$ cat src/hw/rtl/mset_pkg.sv
// shared types and constants for the multi-slot event timer table
// no dependencies; imported by every module of the block

package mset_pkg;

  // default table depth and per-tick result limit
  localparam int NUM_SLOTS_DEF = 8;
  localparam int MAX_RESULTS   = 8;
  localparam int CNT_W         = $clog2(MAX_RESULTS + 1);

  localparam int OPCODE_W   = 2;
  localparam int EVENT_W    = 8;
  localparam int DURATION_W = 32;
  localparam int ELAPSED_W  = 16;

  typedef enum logic [OPCODE_W-1:0] {
    OP_SET    = 2'd0,
    OP_UNSET  = 2'd1,
    OP_TICK   = 2'd2,
    OP_CANCEL = 2'd3
  } op_t;

  // one entry of the slot store
  typedef struct packed {
    logic [EVENT_W-1:0]    event_id;
    logic [DURATION_W-1:0] duration;
    logic                  periodic;
    logic [DURATION_W-1:0] count;
  } slot_t;

  // controller to datapath
  typedef struct packed {
    logic load;   // latch item fields and start the slot walk
    logic clear;  // free all slots
    logic flush;  // report the held result as the last one
  } ctrl_cmd_t;

  // datapath to controller
  typedef struct packed {
    logic walk_done;  // final slot is being evaluated
  } dpath_stat_t;

endpackage

$ cat src/hw/rtl/mset_ctrl.sv
// controller state machine of the multi-slot event timer table
// depends on mset_pkg

module mset_ctrl (
  input  logic                       clk,
  input  logic                       rst_n,
  input  logic                       start,
  input  logic [mset_pkg::OPCODE_W-1:0] in_opcode,
  input  mset_pkg::dpath_stat_t      stat,
  output mset_pkg::ctrl_cmd_t        cmd,
  output logic                       busy
);
  import mset_pkg::*;

  typedef enum logic [2:0] {
    ST_IDLE  = 3'b001,
    ST_WALK  = 3'b010,
    ST_FLUSH = 3'b100
  } state_t;

  state_t state_r, state_nxt;
  logic   accept;

  assign busy   = (state_r != ST_IDLE);
  assign accept = start && !busy;

  always_comb begin
    state_nxt = state_r;
    cmd       = '0;
    case (state_r)
      ST_IDLE: begin
        if (accept) begin
          if (in_opcode == OP_CANCEL) begin
            cmd.clear = 1'b1;
          end else begin
            cmd.load  = 1'b1;
            state_nxt = ST_WALK;
          end
        end
      end
      ST_WALK: begin
        if (stat.walk_done) begin
          state_nxt = ST_FLUSH;
        end
      end
      ST_FLUSH: begin
        cmd.flush = 1'b1;
        state_nxt = ST_IDLE;
      end
      default: begin
        state_nxt = ST_IDLE;
      end
    endcase
  end

  always_ff @(posedge clk) begin
    if (!rst_n) begin
      state_r <= ST_IDLE;
    end else begin
      state_r <= state_nxt;
    end
  end

endmodule

$ cat src/hw/rtl/mset_dpath.sv
// datapath of the multi-slot event timer table: slot store, walk pipeline,
// tick arithmetic and result register; depends on mset_pkg

module mset_dpath #(
  parameter int NUM_SLOTS = mset_pkg::NUM_SLOTS_DEF
) (
  input  logic                             clk,
  input  logic                             rst_n,
  input  mset_pkg::ctrl_cmd_t              cmd,
  output mset_pkg::dpath_stat_t            stat,
  input  logic [mset_pkg::OPCODE_W-1:0]    in_opcode,
  input  logic [mset_pkg::EVENT_W-1:0]     in_event_id,
  input  logic [mset_pkg::DURATION_W-1:0]  in_duration_ms,
  input  logic                             in_periodic,
  input  logic [mset_pkg::ELAPSED_W-1:0]   in_elapsed,
  output logic                             out_strobe,
  output logic [mset_pkg::EVENT_W-1:0]     out_fired_event,
  output logic                             out_last_fired
);
  import mset_pkg::*;

  localparam int IDX_W = (NUM_SLOTS > 1) ? $clog2(NUM_SLOTS) : 1;
  localparam logic [IDX_W-1:0] LAST_IDX = IDX_W'(NUM_SLOTS - 1);

  // slot store
  slot_t slot_mem [NUM_SLOTS];
  slot_t rd_data_r;
  logic  wr_en;
  slot_t wr_data;

  // latched item
  logic [OPCODE_W-1:0]   op_r;
  logic [EVENT_W-1:0]    id_r;
  logic [DURATION_W-1:0] dur_r;
  logic                  per_r;
  logic [ELAPSED_W-1:0]  elapsed_r;

  // walk pipeline
  logic             rd_act_r;
  logic [IDX_W-1:0] rd_idx_r;
  logic             ev_vld_r;
  logic [IDX_W-1:0] ev_idx_r;

  logic [NUM_SLOTS-1:0] used_r, used_nxt;
  logic [NUM_SLOTS-1:0] armed_r, armed_nxt;
  logic                 placed_r, placed_nxt;

  // result handling: one fired event is held until the next one shows or the flush
  logic               pend_vld_r, pend_vld_nxt;
  logic [EVENT_W-1:0] pend_ev_r, pend_ev_nxt;
  logic [CNT_W-1:0]   nres_r, nres_nxt;
  logic               out_strobe_r, out_strobe_nxt;
  logic [EVENT_W-1:0] out_event_r, out_event_nxt;
  logic               out_last_r, out_last_nxt;

  // tick arithmetic
  logic                  slot_used, slot_armed;
  logic [DURATION_W:0]   sum;
  logic [DURATION_W-1:0] cnt_sat;
  logic [DURATION_W:0]   diff;
  logic                  fire;

  assign slot_used  = used_r[ev_idx_r];
  assign slot_armed = armed_r[ev_idx_r];

  assign sum     = {1'b0, rd_data_r.count} + {{(DURATION_W + 1 - ELAPSED_W){1'b0}}, elapsed_r};
  assign cnt_sat = sum[DURATION_W] ? '1 : sum[DURATION_W-1:0];
  assign diff    = {1'b0, cnt_sat} - {1'b0, rd_data_r.duration};
  assign fire    = !diff[DURATION_W];

  assign stat.walk_done = ev_vld_r && (ev_idx_r == LAST_IDX);

  always_comb begin
    used_nxt       = used_r;
    armed_nxt      = armed_r;
    placed_nxt     = placed_r;
    pend_vld_nxt   = pend_vld_r;
    pend_ev_nxt    = pend_ev_r;
    nres_nxt       = nres_r;
    out_strobe_nxt = 1'b0;
    out_event_nxt  = out_event_r;
    out_last_nxt   = out_last_r;
    wr_en          = 1'b0;
    wr_data        = rd_data_r;

    if (cmd.clear) begin
      used_nxt  = '0;
      armed_nxt = '0;
    end

    if (cmd.load) begin
      placed_nxt   = 1'b0;
      pend_vld_nxt = 1'b0;
      nres_nxt     = '0;
    end

    if (ev_vld_r) begin
      case (op_r)
        OP_SET: begin
          if (!slot_used && !placed_r) begin
            wr_en                = 1'b1;
            wr_data.event_id     = id_r;
            wr_data.duration     = dur_r;
            wr_data.periodic     = per_r;
            wr_data.count        = '0;
            used_nxt[ev_idx_r]   = 1'b1;
            armed_nxt[ev_idx_r]  = 1'b1;
            placed_nxt           = 1'b1;
          end
        end
        OP_UNSET: begin
          if (slot_used && rd_data_r.event_id == id_r) begin
            used_nxt[ev_idx_r]  = 1'b0;
            armed_nxt[ev_idx_r] = 1'b0;
          end
        end
        OP_TICK: begin
          if (slot_used && slot_armed) begin
            wr_en         = 1'b1;
            wr_data.count = cnt_sat;
            if (fire) begin
              if (rd_data_r.periodic) begin
                wr_data.count = diff[DURATION_W-1:0];
              end else begin
                armed_nxt[ev_idx_r] = 1'b0;
              end
              if (nres_r < CNT_W'(MAX_RESULTS)) begin
                if (pend_vld_r) begin
                  out_strobe_nxt = 1'b1;
                  out_event_nxt  = pend_ev_r;
                  out_last_nxt   = 1'b0;
                end
                pend_vld_nxt = 1'b1;
                pend_ev_nxt  = rd_data_r.event_id;
                nres_nxt     = nres_r + CNT_W'(1);
              end
            end
          end
        end
        default: begin
        end
      endcase
    end

    if (cmd.flush && pend_vld_r) begin
      out_strobe_nxt = 1'b1;
      out_event_nxt  = pend_ev_r;
      out_last_nxt   = 1'b1;
      pend_vld_nxt   = 1'b0;
    end
  end

  // control state
  always_ff @(posedge clk) begin
    if (!rst_n) begin
      rd_act_r     <= 1'b0;
      rd_idx_r     <= '0;
      ev_vld_r     <= 1'b0;
      used_r       <= '0;
      armed_r      <= '0;
      placed_r     <= 1'b0;
      pend_vld_r   <= 1'b0;
      nres_r       <= '0;
      out_strobe_r <= 1'b0;
    end else begin
      used_r       <= used_nxt;
      armed_r      <= armed_nxt;
      placed_r     <= placed_nxt;
      pend_vld_r   <= pend_vld_nxt;
      nres_r       <= nres_nxt;
      out_strobe_r <= out_strobe_nxt;
      ev_vld_r     <= rd_act_r;
      if (cmd.load) begin
        rd_act_r <= 1'b1;
        rd_idx_r <= '0;
      end else if (rd_act_r) begin
        if (rd_idx_r == LAST_IDX) begin
          rd_act_r <= 1'b0;
        end else begin
          rd_idx_r <= rd_idx_r + IDX_W'(1);
        end
      end
    end
  end

  // payload registers
  always_ff @(posedge clk) begin
    ev_idx_r    <= rd_idx_r;
    pend_ev_r   <= pend_ev_nxt;
    out_event_r <= out_event_nxt;
    out_last_r  <= out_last_nxt;
    if (cmd.load) begin
      op_r      <= in_opcode;
      id_r      <= in_event_id;
      dur_r     <= in_duration_ms;
      per_r     <= in_periodic;
      elapsed_r <= in_elapsed;
    end
  end

  // slot store: one write port at the evaluated slot, one read port ahead of it
  always_ff @(posedge clk) begin
    if (wr_en) begin
      slot_mem[ev_idx_r] <= wr_data;
    end
    rd_data_r <= slot_mem[rd_idx_r];
  end

  assign out_strobe      = out_strobe_r;
  assign out_fired_event = out_event_r;
  assign out_last_fired  = out_last_r;

endmodule

$ cat src/hw/rtl/multi_slot_event_timer_table.sv
// top level of the multi-slot event timer table
// depends on mset_pkg, mset_ctrl and mset_dpath

// Timer table with NUM_SLOTS slots. Issue an item by raising start while
// busy is low: opcode set places an id, duration and periodic flag in the
// lowest free slot (dropped when the table is full), unset frees every slot
// with a matching id, tick adds in_elapsed to each armed slot and reports
// the slots that expired, cancel frees the whole table. Cancel finishes at
// the accepting edge; set, unset and tick walk the slot store one slot per
// cycle, set by the single read port of the slot store, and busy stays high
// until the walk and the final flush are done. Expiries come out on
// out_fired_event with out_strobe high for exactly one cycle each, in slot
// order, at most eight per tick, the last one flagged by out_last_fired.
// The receiver cannot stall: every strobed result must be captured in its
// cycle. The last result of a tick is registered from the flush state, so
// it comes out after busy has fallen.

module multi_slot_event_timer_table #(
  parameter int NUM_SLOTS = mset_pkg::NUM_SLOTS_DEF
) (
  input  logic                             clk,
  input  logic                             rst_n,
  input  logic                             start,
  output logic                             busy,
  input  logic [mset_pkg::OPCODE_W-1:0]    in_opcode,
  input  logic [mset_pkg::EVENT_W-1:0]     in_event_id,
  input  logic [mset_pkg::DURATION_W-1:0]  in_duration_ms,
  input  logic                             in_periodic,
  input  logic [mset_pkg::ELAPSED_W-1:0]   in_elapsed,
  output logic                             out_strobe,
  output logic [mset_pkg::EVENT_W-1:0]     out_fired_event,
  output logic                             out_last_fired
);
  import mset_pkg::*;

  // command and status between controller and datapath
  ctrl_cmd_t   cmd;
  dpath_stat_t stat;

  // sequencing: idle, slot walk, final result flush
  mset_ctrl u_ctrl (
    .clk       (clk),
    .rst_n     (rst_n),
    .start     (start),
    .in_opcode (in_opcode),
    .stat      (stat),
    .cmd       (cmd),
    .busy      (busy)
  );

  // slot store, per-slot evaluation and result register
  mset_dpath #(
    .NUM_SLOTS (NUM_SLOTS)
  ) u_dpath (
    .clk             (clk),
    .rst_n           (rst_n),
    .cmd             (cmd),
    .stat            (stat),
    .in_opcode       (in_opcode),
    .in_event_id     (in_event_id),
    .in_duration_ms  (in_duration_ms),
    .in_periodic     (in_periodic),
    .in_elapsed      (in_elapsed),
    .out_strobe      (out_strobe),
    .out_fired_event (out_fired_event),
    .out_last_fired  (out_last_fired)
  );

endmodule
$ cat config.mk
export PLATFORM = sky130hd
export DESIGN_NAME = multi_slot_event_timer_table
export DESIGN_NICKNAME = d
export VERILOG_FILES = /design/src/hw/rtl/mset_pkg.sv /design/src/hw/rtl/mset_ctrl.sv /design/src/hw/rtl/mset_dpath.sv /design/src/hw/rtl/multi_slot_event_timer_table.sv
export SDC_FILE = /design/constraint.sdc
export NUM_CORES = 1
export LEC_CHECK = 0
export ABC_AREA = 0
export BUFFER_PORTS_ARGS = -buffer_cell sky130_fd_sc_hd__buf_2
export CAP_MARGIN = 20
export CORE_MARGIN = 4
export CORE_UTILIZATION = 55
export CTS_CLUSTER_DIAMETER = 40
export CTS_CLUSTER_SIZE = 24
export DETAILED_ROUTE_END_ITERATION = 6
export PLACE_DENSITY = 0.71
export SLEW_MARGIN = 15
export SYNTH_ARGS = -nofsm -noshare
export SYNTH_HDL_FRONTEND = slang
export SYNTH_SLANG_ARGS = --single-unit
$ cat constraint.sdc
create_clock -name clk -period 7.64 [get_ports clk]
set_input_delay 1.146 -clock clk [delete_from_list [all_inputs] [get_ports clk]]
set_output_delay 1.146 -clock clk [all_outputs]
set_load 0.02 [all_outputs]
* Yosys cells after proc, flatten, opt, wreduce, memory -nomap -nowiden *
Memories as Yosys holds them, arrays and structs flattened. A register that Yosys moved wholly into a read port is not among the register bits.
Index checks and enable logic that the tools add are counted.

operators by class
  $add $sub $neg = 4
  magnitude comparators = 3
  eq/ne operators = 14
  multiplexer cells = 75
  bitwise logic cells = 8
  reduce and logical (&&, ||, !) cells = 23

operators with widths
  cell                                    number
  two-way mux 73 bit                      2
  two-way mux 8 bit                       18
  two-way mux 32 bit                      4
  one-hot mux 32 bit (2 select lines)     1
  two-way mux 41 bit                      1
  adder 32 x 16 -> 33 bit                 1
  subtractor 32 x 32 -> 33 bit            1
  two-way mux 1 bit                       31
  two-way mux 4 bit                       6
  one-hot mux 8 bit (3 select lines)      1
  bitwise AND 8 bit                       2
  OR 8 bit                                2
  one-hot mux 8 bit (2 select lines)      1
  AND reduction 6 bit                     2
  nonzero test 2 bit                      5
  == test 3 bit (second input constant)   3
  two-way mux 3 bit                       3
  == test 8 bit                           1
  inverter 8 bit                          1
  logical AND 1 bit                       7
  binary-select mux 1 bit (select 3 bit)  2
  != test 2 bit (second input constant)   3
  one-hot mux 3 bit (2 select lines)      1
  AND reduction 5 bit                     1
  other kinds (20)                        27

storage, ports and cells
  register bits = 110
  RAM bits = 584
  input port bits = 62
  output and inout port bits = 11
  word-level logic and storage cells = 147
  memories = 1

memory list
  name              depth  bits a word  read ports  clocked after Yosys merged registers in  write ports  line              RTL
  u_dpath.slot_mem  8      73           1           1                                        1            mset_dpath.sv:26  slot_t slot_mem [NUM_SLOTS];

* Longest topological paths before layout *
  depth in word-level cells = 12
  gate-level depth with buffers = 23
  gate-level depth less buffers = 21

* Cells and area by module *
A second synthesis with hierarchy kept.

unflattened totals
  cell total of the unflattened synthesis = 1889
  area total of the unflattened synthesis = 31504.0 µm²

by module, submodules not included
  module      instances  cells an instance  area an instance (µm²)  seq. area each (µm²)
  mset_dpath  1          1874               31347.6                 21891.0
  mset_ctrl   1          15                 156.4                   60.1

* Worst setup path before layout *
Ideal clock, no wire load.

  path type = reg-to-reg
  start = register u_dpath.ev_idx_r[1]
  end = memory u_dpath.slot_mem[6][0] in the netlist's numbering (enable)
  setup time = 505 ps
  arrival = 5058 ps
  data required time = 7135 ps
  path slack = 2078 ps
  cell stages (with the launch flop) = 10
  path buffers = 3
  period minus slack after synthesis = 5562 ps
  cell sequence = dfxtp_1 -> buf_2 -> nor2b_1 -> a221o_1 -> a22oi_2 -> a22oi_1 -> or3_1 -> buf_2 -> buf_1 -> nor2_1

between the ends
  word-level cells in the longest chain between the ends = 9
  elaborated cells between the ends (all ways) = 13
  those cells by class = mux (10); reduce/logical (3)

RTL lines
  what                                     line               RTL
  start: declaration                       mset_dpath.sv:42   logic [IDX_W-1:0] ev_idx_r;
  start signal: assignment                 mset_dpath.sv:188  ev_idx_r <= rd_idx_r;
  binary-select mux 1 bit (select 3 bit)   mset_dpath.sv:63   assign slot_used = used_r[ev_idx_r];
  two-way mux 1 bit (implied by the code)  mset_dpath.sv:63
  logical NOT 1 bit                        mset_dpath.sv:100  if (!slot_used && !placed_r) begin
  logical AND 1 bit                        mset_dpath.sv:100
  two-way mux 1 bit                        mset_dpath.sv:100
  one-hot mux 1 bit (2 select lines)       mset_dpath.sv:98   case (op_r)
  two-way mux 1 bit                        mset_dpath.sv:97   if (ev_vld_r) begin
  two-way mux 1 bit                        mset_dpath.sv:203  if (wr_en) begin
  two-way mux 1 bit (implied by the code)  mset_dpath.sv:204  slot_mem[ev_idx_r] <= wr_data;
  end: declaration                         mset_dpath.sv:26

Parallel ways exist; a longest one is shown, timed or not. The select of a mux whose other input is x is not followed.

==> results_tabular.tex <==
\begin{tabular}{lr}
\hline
Metric & Value \\
\hline
\multicolumn{2}{l}{\textbf{Critical path}} \\
Worst EP required & 8.02 ns \\
CP Launch Type & register \\
Type of the setup path with the least slack & reg -> reg \\
Crit-path max FO & 24 \\
Endpoint kind of the worst setup timing path & register \\
Data arrival, critical path & 6.56 ns \\
\multicolumn{2}{l}{\textbf{Timing}} \\
Final clock skew & 0.0333 ns \\
Measured slew at the worst slew-check pin & 1.06 ns \\
Final sum of negative setup slack & 0 ns \\
Max-slew violation count & 0 \\
Final Cycle Share & 0.810 \\
Slew headroom & 0.286 \\
Highest Clock Rate & 162 MHz \\
Total of endpoints with negative setup slack in the final report & 0 \\
RSZ-0062 raised after global routing & false \\
Final min period & 6.19 ns \\
Final count of hold timing violations & 0 \\
\multicolumn{2}{l}{\textbf{Global routing}} \\
Initial antenna violation count & 0 \\
GR Util All Layers & 0.219 \\
Via count of the first global-routing pass & approximately 17,000 \\
Maximum number of pins on one net before global-route repair & 74 \\
Global-route wire length before repair & 102,000 um \\
Sum of overflow across all layers after global routing & 0 \\
\multicolumn{2}{l}{\textbf{Drt}} \\
Final antenna-violating net count & 0 \\
Average wire per standard cell & 23.6 um \\
WL final & 66,600 um \\
Drt first pass iters & 5 \\
Avg Vias per Cell & $\sim$6.1 \\
Vias after detailed routing & 17,094 \\
Number of violations reported at the end of detailed-routing iteration 0 & 1,260 \\
Number of remaining DRC errors & 0 \\
\multicolumn{2}{l}{\textbf{Final layout}} \\
Total inserted antenna cells & 0 \\
Share of final-layout standard cells stronger than drive strength 1 & 0.270 \\
Number of inserted filler cells in the final layout & 3,810 \\
Net count, final & 2,092 \\
Area growth syn-to-layout & 15.1\% \\
\multicolumn{2}{l}{\textbf{Clock network}} \\
Root buffer cell & sky130\_fd\_sc\_hd\_\_clkbuf\_16 \\
Clk Latency, worst-skew pair & 0.65 ns \\
Max Buffers Root-to-Sink & 3 \\
TritonCTS clock tree & built \\
Number of clock sinks & between 700 and 800 \\
Clock-pin slew reported for the worst setup and hold paths after clock tree synthesis & 0.06 ns \\
Number of buffers inserted by hold repair at cts & 0 \\
Clock buffers created by TritonCTS & 98 \\
Post-CTS Setup Repair Bufs & 0 \\
Resized Gates After CTS & 0 \\
Depth of the CTS H-tree & 3 \\
\multicolumn{2}{l}{\textbf{Logic synthesis}} \\
Primary FF master, synth & sky130\_fd\_sc\_hd\_\_edfxtp\_1 \\
Post-synthesis instance area & 31,700 um2 \\
Register area share after synthesis & 0.693 \\
Yosys Warn Count & 0 \\
Syn\_area\_per\_cell & 17.0 um2 \\
Post-synthesis sequential element count & 767 \\
Mapped Nets & 1,980 \\
Number of distinct standard cells referenced by the synthesized netlist & 79 \\
Synthesized instance count & 1,864 \\
Async set-or-reset flop fraction in the synthesized netlist & 0 \\
Post-synth EDFFs & 659 \\
\multicolumn{2}{l}{\textbf{Die}} \\
Horizontal extent of the die & 248 um \\
Initial standard-cell utilization of the core & 0.559 \\
Total die area & $\sim$60,000 um2 \\
Number of rows created at floorplan & 87 \\
Die span in y & around 250 um \\
I/O pin cnt & 73 \\
Area of the core & 56,700 um2 \\
\multicolumn{2}{l}{\textbf{Pwr}} \\
Power density cells & around 280 nW/um2 \\
Peak supply drop & 0.186 mV \\
Post-layout power & 10.2 mW \\
Static Leak & 12.2 nW \\
\multicolumn{2}{l}{\textbf{Placement}} \\
Placer congestion estimate & 0.923 \\
Detailed Place HPWL & roughly 38,000 um \\
Port-buffer cells & 72 \\
\multicolumn{2}{l}{\textbf{Min path}} \\
Hold crit path type & reg -> reg \\
\multicolumn{2}{l}{\textbf{Flow run}} \\
Max capacitance violation total & 0 \\
\multicolumn{2}{l}{\textbf{Outcome}} \\
Status & completed \\
\hline
\end{tabular}
cells in the final DEF (no fill, tap or decap), drive strengths merged, types with 5 or more instances in the layout:
cell	instances
clkinvlp	9
dfxtp	108
o211ai	12
nand2	114
nor2b	15
o31ai	5
or2	5
a211oi	11
a21boi	5
o21ai	56
ha	52
xor2	21
a21o	13
edfxtp	659
bufinv	7
nor3	20
and3	12
a221o	14
a21oi	60
a211o	7
and2	11
or3	13
nand3	20
clkbuf	103
nor2	73
mux2i	8
o22ai	5
mux4	146
nand2b	6
clkinv	39
a31oi	9
buf	99
a22oi	9
mux2	120
o21a	18
nand4	13
inv	73
xnor2	31
Yosys cell counts (14+ instances only):
library cell,n,area [um2]
sky130_fd_sc_hd__a21oi_1,58,290
sky130_fd_sc_hd__a221o_1,14,140
sky130_fd_sc_hd__buf_1,17,63.8
sky130_fd_sc_hd__buf_2,25,125
sky130_fd_sc_hd__clkbuf_1,45,169
sky130_fd_sc_hd__dfxtp_1,108,2160
sky130_fd_sc_hd__edfxtp_1,659,19800
sky130_fd_sc_hd__ha_1,52,651
sky130_fd_sc_hd__inv_1,46,173
sky130_fd_sc_hd__mux2_1,18,203
sky130_fd_sc_hd__mux2_2,102,1150
sky130_fd_sc_hd__mux4_2,146,3290
sky130_fd_sc_hd__nand2_1,113,424
sky130_fd_sc_hd__nand3_1,20,100
sky130_fd_sc_hd__nor2_1,73,274
sky130_fd_sc_hd__nor2b_1,15,93.8
sky130_fd_sc_hd__nor3_1,20,100
sky130_fd_sc_hd__o21a_1,18,135
sky130_fd_sc_hd__o21ai_0,30,150
sky130_fd_sc_hd__o21ai_1,25,125
sky130_fd_sc_hd__xnor2_1,31,272
sky130_fd_sc_hd__xor2_1,21,184
worst max-delay path, cell delays in order, from the launching register on:
cell	delay [ns]
sky130_fd_sc_hd__edfxtp_1	0.37
sky130_fd_sc_hd__ha_1	0.23
sky130_fd_sc_hd__fa_1	0.43
sky130_fd_sc_hd__a211oi_1	0.35
sky130_fd_sc_hd__o21ba_1	0.22
sky130_fd_sc_hd__o21ai_1	0.09
sky130_fd_sc_hd__nand4bb_1	0.17
sky130_fd_sc_hd__and2_1	0.29
sky130_fd_sc_hd__or3_1	0.28
sky130_fd_sc_hd__buf_4	0.31
sky130_fd_sc_hd__nand2_1	0.13
sky130_fd_sc_hd__ha_1	0.37
sky130_fd_sc_hd__a21oi_1	0.33
sky130_fd_sc_hd__o21ai_0	0.14
sky130_fd_sc_hd__a31o_1	0.20
sky130_fd_sc_hd__a21oi_1	0.35
sky130_fd_sc_hd__a31oi_1	0.28
sky130_fd_sc_hd__a311o_1	0.46
sky130_fd_sc_hd__a41oi_1	0.32
sky130_fd_sc_hd__xor2_1	0.10
sky130_fd_sc_hd__o211ai_1	0.47
metal layers:
| layer | global-route usage | up-vias | wire [um] |
|---|---|---|---|
| met1 | 0.314 | 8725 | 28900 |
| met2 | 0.347 | 581 | 31900 |
| met3 | 0.0389 | 104 | 4150 |
| met5 | 0 | - | 0 |
| li1 | - | 7684 | - |
| met4 | 0.0713 | 0 | 1610 |
power by group:
group          switching, mW  internal (mW)  total, mW
sequential            0.0564           4.62       4.68
clock                   1.94           2.75       4.69
combinational          0.455          0.340      0.795
total                   2.46           7.71       10.2
registers in the layout, summed over array words and instances (netlist names):
register                 cells
u_dpath.dur_r               32
u_dpath.rd_idx_r             3
u_dpath.rd_data_r           73
u_dpath.armed_r              8
u_dpath.id_r                 8
u_dpath.ev_vld_r             1
u_dpath.used_r               8
u_dpath.pend_ev_r            8
u_dpath.elapsed_r           16
u_dpath.rd_act_r             1
u_ctrl.state_r               3
u_dpath.placed_r             1
u_dpath.slot_mem           584
u_dpath.out_strobe           1
u_dpath.nres_r               4
u_dpath.pend_vld_r           1
u_dpath.ev_idx_r             3
u_dpath.out_fired_event      8
u_dpath.per_r                1
u_dpath.out_last_fired       1
u_dpath.op_r                 2
area by class of cell:
cell class | count | area (um2) | area share
clock buffers | 103 | 2510 | 0.0689
clock inverters | 82 | 970 | 0.0266
inverters | 46 | 173 | 0.00474
multi-input cells | 964 | 9270 | 0.254
flip-flops and latches | 767 | 22000 | 0.602
well taps | 756 | 946 | 0.0259
repair buffers | 99 | 633 | 0.0174
cells by family after synthesis:
logic type / count (synthesis) / synth area share
fa+ha+maj: 54 / 0.0218
mux: 274 / 0.149
compound gates: 260 / 0.0562
simple gates: 324 / 0.0489
flops: 767 / 0.693
buf+inv: 133 / 0.0167
xor+xnor: 52 / 0.0144
per-stage QoR:
stage | util | cell area (um2) | setup WS (ns) | std cells | hold slack [ns]
detailed placement | 0.581 | 33000 | 1.51 | 2631 | 0.411
global route | 0.643 | 36500 | 1.01 | 2817 | 0.425
finish | 0.643 | 36500 | 1.45 | 2817 | 0.416
global placement | 0.581 | 33000 | 1.75 | 2631 | 0.403
floorplan | - | 31700 | 2.08 | 1864 | 0.354
CTS | 0.642 | 36400 | 1.48 | 2816 | 0.416
worst paths after layout:
| check | start | endpoint | slack, ns | depth (start not counted) |
|---|---|---|---|---|
| setup / recovery | u_dpath.elapsed_r[0]$_DFFE_PP_ | u_dpath.slot_mem[0][30]$_DFFE_PP_ | 1.45 | 20 |
| hold / removal | u_dpath.pend_ev_r[3]$_DFFE_PP_ | u_dpath.out_fired_event[3]$_DFFE_PP_ | 0.42 | 0 |
| setup reg to reg | u_dpath.elapsed_r[0]$_DFFE_PP_ | u_dpath.slot_mem[0][30]$_DFFE_PP_ | 1.45 | 20 |
| hold reg to reg | u_dpath.pend_ev_r[3]$_DFFE_PP_ | u_dpath.out_fired_event[3]$_DFFE_PP_ | 0.42 | 0 |
Power figures use the tool's default switching activity.
